==> src/hw/rtl/bsp_pkg.sv <==
// bsp_pkg: types, codes and helpers shared by the bit stream packer modules
// no dependencies
package bsp_pkg;

  localparam int unsigned DATA_W          = 64;
  localparam int unsigned AMT_W           = 17;
  localparam int unsigned OFF_W           = $clog2(DATA_W);
  localparam int unsigned CH_W            = OFF_W + 1;
  localparam int unsigned DEF_STORE_WORDS = 1024;

  typedef enum logic [2:0] {
    OP_APPEND_FIELD = 3'd0,
    OP_APPEND_RUN   = 3'd1,
    OP_READ_FIELD   = 3'd2,
    OP_RESIZE       = 3'd3,
    OP_CLEAR        = 3'd4
  } bsp_op_t;

  typedef enum logic [1:0] {
    ST_OK       = 2'd0,
    ST_OVERFLOW = 2'd1,
    ST_PAST_END = 2'd2,
    ST_TOO_LONG = 2'd3
  } bsp_status_t;

  typedef enum logic [1:0] {
    SU_FIELD,
    SU_RUN,
    SU_GROW,
    SU_TRUNC
  } bsp_setup_t;

  typedef struct packed {
    logic [2:0]        op;
    logic [DATA_W-1:0] value;
    logic [AMT_W-1:0]  amount;
  } bsp_in_t;

  typedef struct packed {
    logic [DATA_W-1:0] read_data;
    logic [AMT_W-1:0]  length_bits;
    logic [AMT_W-1:0]  read_position;
    logic [1:0]        status;
  } bsp_out_t;

  typedef struct packed {
    logic        load_item;
    logic        setup_en;
    bsp_setup_t  setup;
    logic        clear;
    logic        rd_tail;
    logic        wr_tail;
    logic        rd_b;
    logic        rd_fin;
    logic        load_out;
    bsp_status_t status;
  } bsp_cmd_t;

  typedef struct packed {
    logic [2:0] op;
    logic       too_long;
    logic       app_over;
    logic       rsz_over;
    logic       grow;
    logic       tail_off_nz;
    logic       left_zero;
    logic       past_end;
  } bsp_sts_t;

  function automatic logic [DATA_W-1:0] low_mask(input logic [CH_W-1:0] n);
    logic [DATA_W-1:0] m;
    if (n >= CH_W'(DATA_W)) begin
      m = '1;
    end else begin
      m = (DATA_W'(1) << n[OFF_W-1:0]) - DATA_W'(1);
    end
    return m;
  endfunction

endpackage

==> src/hw/rtl/bsp_ctrl.sv <==
// bsp_ctrl: sequencer for the bit stream packer, issues datapath commands
// depends on bsp_pkg
module bsp_ctrl (
  input  logic              clk,
  input  logic              rst_n,
  input  logic              in_valid,
  output logic              in_stall,
  output logic              out_valid,
  input  logic              out_stall,
  input  bsp_pkg::bsp_sts_t sts,
  output bsp_pkg::bsp_cmd_t cmd
);
  import bsp_pkg::*;

  typedef enum logic [3:0] {
    S_IDLE,
    S_EXEC,
    S_APP,
    S_APP_WR,
    S_TRUNC,
    S_TRUNC_WR,
    S_RD_B,
    S_RD_FIN,
    S_FIN
  } state_t;

  state_t      state_r, state_nxt;
  bsp_status_t st_r, st_nxt;
  logic        out_valid_r;

  always_comb begin
    cmd        = '0;
    cmd.status = st_r;
    state_nxt  = state_r;
    st_nxt     = st_r;
    unique case (state_r)
      S_IDLE: begin
        if (in_valid) begin
          cmd.load_item = 1'b1;
          st_nxt        = ST_OK;
          state_nxt     = S_EXEC;
        end
      end
      S_EXEC: begin
        state_nxt = S_FIN;
        case (sts.op)
          OP_APPEND_FIELD: begin
            if (sts.too_long) begin
              st_nxt = ST_TOO_LONG;
            end else if (sts.app_over) begin
              st_nxt = ST_OVERFLOW;
            end else begin
              cmd.setup_en = 1'b1;
              cmd.setup    = SU_FIELD;
              state_nxt    = S_APP;
            end
          end
          OP_APPEND_RUN: begin
            if (sts.app_over) begin
              st_nxt = ST_OVERFLOW;
            end else begin
              cmd.setup_en = 1'b1;
              cmd.setup    = SU_RUN;
              state_nxt    = S_APP;
            end
          end
          OP_READ_FIELD: begin
            if (sts.too_long) begin
              st_nxt = ST_TOO_LONG;
            end else begin
              state_nxt = S_RD_B;
            end
          end
          OP_RESIZE: begin
            if (sts.rsz_over) begin
              st_nxt = ST_OVERFLOW;
            end else if (sts.grow) begin
              cmd.setup_en = 1'b1;
              cmd.setup    = SU_GROW;
              state_nxt    = S_APP;
            end else begin
              cmd.setup_en = 1'b1;
              cmd.setup    = SU_TRUNC;
              state_nxt    = S_TRUNC;
            end
          end
          OP_CLEAR: begin
            cmd.clear = 1'b1;
          end
          default: begin
            state_nxt = S_FIN;
          end
        endcase
      end
      S_APP: begin
        if (sts.left_zero) begin
          state_nxt = S_FIN;
        end else if (sts.tail_off_nz) begin
          cmd.rd_tail = 1'b1;
          state_nxt   = S_APP_WR;
        end else begin
          cmd.wr_tail = 1'b1;
        end
      end
      S_APP_WR: begin
        cmd.wr_tail = 1'b1;
        state_nxt   = S_APP;
      end
      S_TRUNC: begin
        if (sts.tail_off_nz) begin
          cmd.rd_tail = 1'b1;
          state_nxt   = S_TRUNC_WR;
        end else begin
          state_nxt = S_FIN;
        end
      end
      S_TRUNC_WR: begin
        cmd.wr_tail = 1'b1;
        state_nxt   = S_FIN;
      end
      S_RD_B: begin
        cmd.rd_b  = 1'b1;
        state_nxt = S_RD_FIN;
      end
      S_RD_FIN: begin
        cmd.rd_fin = 1'b1;
        if (sts.past_end) begin
          st_nxt = ST_PAST_END;
        end
        state_nxt = S_FIN;
      end
      S_FIN: begin
        if (!out_valid_r || !out_stall) begin
          cmd.load_out = 1'b1;
          state_nxt    = S_IDLE;
        end
      end
      default: begin
        state_nxt = S_IDLE;
      end
    endcase
  end

  always_ff @(posedge clk) begin
    if (!rst_n) begin
      state_r     <= S_IDLE;
      st_r        <= ST_OK;
      out_valid_r <= 1'b0;
    end else begin
      state_r <= state_nxt;
      st_r    <= st_nxt;
      if (cmd.load_out) begin
        out_valid_r <= 1'b1;
      end else if (!out_stall) begin
        out_valid_r <= 1'b0;
      end
    end
  end

  assign in_stall  = state_r != S_IDLE;
  assign out_valid = out_valid_r;

endmodule
==> config.mk <==
export PLATFORM = sky130hd
export DESIGN_NAME = bsp_ctrl
export DESIGN_NICKNAME = d
export VERILOG_FILES = /design/src/hw/rtl/bsp_pkg.sv /design/src/hw/rtl/bsp_ctrl.sv
export SDC_FILE = /design/constraint.sdc
export NUM_CORES = 1
export LEC_CHECK = 0
export BUFFER_PORTS_ARGS = -buffer_cell sky130_fd_sc_hd__buf_2
export CAP_MARGIN = 0
export CORE_MARGIN = 2
export CORE_UTILIZATION = 49
export DETAILED_ROUTE_END_ITERATION = 8
export GPL_ROUTABILITY_DRIVEN = 0
export GPL_TIMING_DRIVEN = 0
export PLACE_DENSITY = 0.89
export SYNTH_ARGS = -nofsm -noshare
export SYNTH_HDL_FRONTEND = slang
export SYNTH_SLANG_ARGS = --single-unit
==> constraint.sdc <==
create_clock -name clk -period 2.9 [get_ports clk]
set_input_delay 0.58 -clock clk [delete_from_list [all_inputs] [get_ports clk]]
set_output_delay 0.58 -clock clk [all_outputs]
set_load 0.005 [all_outputs]
==> metrics.md <==
| Metric | Value |
|---|---|
| Reg power frac | 0.391 |
| Worst R2R Start | state_r[3]$_SDFFE_PN0P_ |
| Tightest Pin Transition | 0.464 ns |
| Hold Crit Start | out_valid$_SDFFE_PN0P_ |
| Yosys warns | 0 |
| Mux cell area share after synthesis | 0.0152 |
| ANT nets after route | 0 |
| Row count | 13 |
| PortBufs | 26 |
| Antenna violations before repair | 0 |
| DIE WIDTH | 40.7 microns |
| Worst-path cell chain | or4b_1, clkbuf_2, or2_2, nor3_1, buf_2 |
| CTS tree | done |
| Fmax achieved | 0.400 GHz |
| Area delta synth->final | 26.6% |
| Hpwl dp | 1.43 mm |
| Cell area after layout | 833 sq um |
| Slowest cell on crit path | or4b_1 |
| Root Buffer | clkbuf_4 |
| Minimum setup slack among reg-to-reg paths | 1.22 ns |
| Final wirelength | 1.90 mm |
| Synth Cell Area | 658 sq um |
| Layout fillers | 122 |
| Syn nets | 112 |
| CORE AREA | 0.00128 sq mm |
| RSZ-0062 raised after global routing | no |
| Leading post-synthesis cells by cell area | dfxtp_1, nor2_1, nand2_1, a21oi_1, nor2b_1 |
| Synthesized flop and latch total | 7 |
| Slew HR | 0.688 |
| Crit path DAT | 1.92 ns |
| Final hold violation count | 0 |
| Crit path depth | 5 |
| H-Tree Depth | 1 |
| CTS Hold Bufs | 0 |
| Area after DPL | 807 sq um |
| Setup CP Type | reg -> out |
| Post-cts resize count | 0 |
| Ys async rst share | 0 |
| DP Cell Count | 139 |
| I/O pins | 28 |
| Overflow after GRT | 0 |
| Die area | 0.00165 sq mm |
| Antenna Cells | 0 |
| Worst Skew | 0.00310 ns |
| Sequential-to-total area share from yosys stat | 0.213 |
| Max Cap Viol | 0 |
| Clk sinks | 7 |
| Run status | finished, final reports clean |
| Vias in the first global route | 666 |
| First-pass GRT wire length | 2.84 mm |
| Cell Count, Final, Fillers Out | 143 |
| Switching share of total power | 0.307 |
| P_sw | 83.3 uW |
| Buffer and inverter count on the worst path | 2 |
| Startpoint types | flip-flop |
| Initial DRT Pass Iterations | 4 |
| Fin util | 0.648 |
| Worst-path clk slew | 0.05 ns |
| Simple-gate area share of the yosys netlist | 0.411 |
| Xor and xnor area share after synthesis | 0 |
| DRC Markers | 0 |
| Peak supply drop | 0.152 mV |
| Largest net degree at the start of global routing | 11 |
| Initial DRC Count | 24 |
| CP peak stage delay | 0.54 ns |
| Vias per Instance | 5.96 |
| P_int | 188 uW |
| Static leakage | 0.383 nW |
| Post-CTS Setup Bufs | 0 |
| Ys flop type | dfxtp_1 |
| WL/cell | 13.3 microns |
| Num CTS Buffers | 3 |
| CP Capture Type | primary output |
| Commonest cells after routing, fill and taps aside | buf_2, nor2_1, nand2_1, a21oi_1, dfxtp_1 |
| Worst hold path class | reg -> reg |
| Setup TNS | 0 ns |
| Area fraction in compound gates after synthesis | 0.297 |
| Clock Latency Late Sink | 0.26 ns |
| Adder-Cell Fraction of Synth Area | 0 |
| Cells on worst reg2reg path | 4 |
| Yosys top cell area share | 0.213 |
| Largest family of logic cells by synthesized area | simple AND/OR/NAND/NOR gates |
| WHS Endpoint | out_valid$_SDFFE_PN0P_ |
| Unique masters post-synth | 38 |
| Synth area leader | dfxtp_1 |
| Register area | 140 sq um |
| Die Y-Extent | 40.7 microns |
| Number of nets in the layout | 143 |
| Most common cell after layout, fill and taps aside | buf_2 |
| Mapped Cells | 98 |
| Critical R2R Capture | state_r[2]$_SDFFE_PN0P_ |
| Post-synth EDFFs | 0 |
| Area of the multi-input gates | 475 sq um |
| Comb pwr share | 0.284 |
| Required time of the critical path | 2.32 ns |
| Routed via count | 852 |
| Fin crit share | 0.862 |
| Gr usage total | 0.256 |
| Share of layout cells above drive strength 1 | 0.273 |
| Max Root-Sink Buffers | 2 |
| Syn Area/Cell | 6.72 sq um |
| Hold path depth | 2 |
| Critical path's top delay family | simple AND/OR/NAND/NOR gates |
| Final setup fails | 0 |
| Crit path time final | 2.50 ns |
| Clock group share of total power | 0.325 |
| Max Slew Vio Count | 0 |
| PwrDens | 325 mW/mm^2 |
| Initial core utilization | 0.512 |
| Crit Path Max Fanout | 8 |
==> cells in the mapped netlist (all sizes together), types with 2 or more instances <==
cell and number:
a2111oi 2, a21oi 9, a31oi 3, clkbuf 4, dfxtp 7, inv 5, nand2 11, nand2b 2
nor2 16, nor2b 5, nor3 4, nor3b 2, o21ai 3, o221a 2, o32ai 2
==> how the worst max path moves through the flow <==
stage                             from      to  slack (ns)
6_report       state_r[3]$_SDFFE_PN0P_  cmd[9]        0.40
3_3_place_gp   state_r[3]$_SDFFE_PN0P_  cmd[9]        0.71
2_1_floorplan  state_r[0]$_SDFFE_PN0P_  cmd[9]        0.86
5_1_grt        state_r[3]$_SDFFE_PN0P_  cmd[9]        0.32
4_1_cts        state_r[3]$_SDFFE_PN0P_  cmd[9]        0.41
3_5_place_dp   state_r[3]$_SDFFE_PN0P_  cmd[9]        0.69
==> kinds of logic after synthesis <==
logic type	count (synthesis)
buf+inv	10
simple gates	52
flops	7
compound gates	28
mux	1
==> per-layer routing <==
metal / vias to the layer above / track usage / share of wire / routed length (microns)
li1: 418 / - / - / -
met1: 383 / 0.313 / 0.42 / 796
met2: 46 / 0.460 / 0.49 / 933
met3: 5 / 0.0163 / 0.066 / 125
met4: 0 / 0.100 / 0.024 / 46
met5: - / 0 / 0 / 0
==> through the flow <==
stage | hold WS, ns | setup WS, ns | total power, mW
2_1_floorplan | 0.492 | 0.860 | 0.152
3_3_place_gp | 0.488 | 0.708 | 0.180
3_5_place_dp | 0.506 | 0.686 | 0.184
4_1_cts | 0.512 | 0.411 | 0.271
5_1_grt | 0.558 | 0.320 | 0.287
6_report | 0.514 | 0.401 | 0.271
==> state kept, by name, indices dropped and copies added (netlist names) <==
| signal | count |
|---|---|
| out_valid | 1 |
| st_r | 2 |
| state_r | 4 |
==> layout make-up <==
class | count | area share
Tap cell | 15 | 0.0225
Clock buffer | 4 | 0.0315
Timing Repair Buffer | 26 | 0.156
Sequential cell | 7 | 0.168
Multi-Input combinational cell | 81 | 0.571
Buffer | 5 | 0.0285
Inverter | 5 | 0.0225
==> worst register-to-register path, cell delays in order (launching register included) <==
cell	delay [ns]
dfxtp_1	0.39
or4b_1	0.54
clkbuf_2	0.16
or3b_1	0.41
a21oi_2	0.12
==> power groups by stage <==
stage	sequential (mW)	clock (mW)	combinational (mW)
after detailed placement	0.108	0	0.0761
after CTS	0.106	0.0887	0.0764
after global placement	0.107	0	0.0729
final	0.106	0.0882	0.0771
after floorplan	0.107	0	0.0456
after global routing	0.106	0.0952	0.0858
No activity file was read; power rests on OpenSTA's default activity.
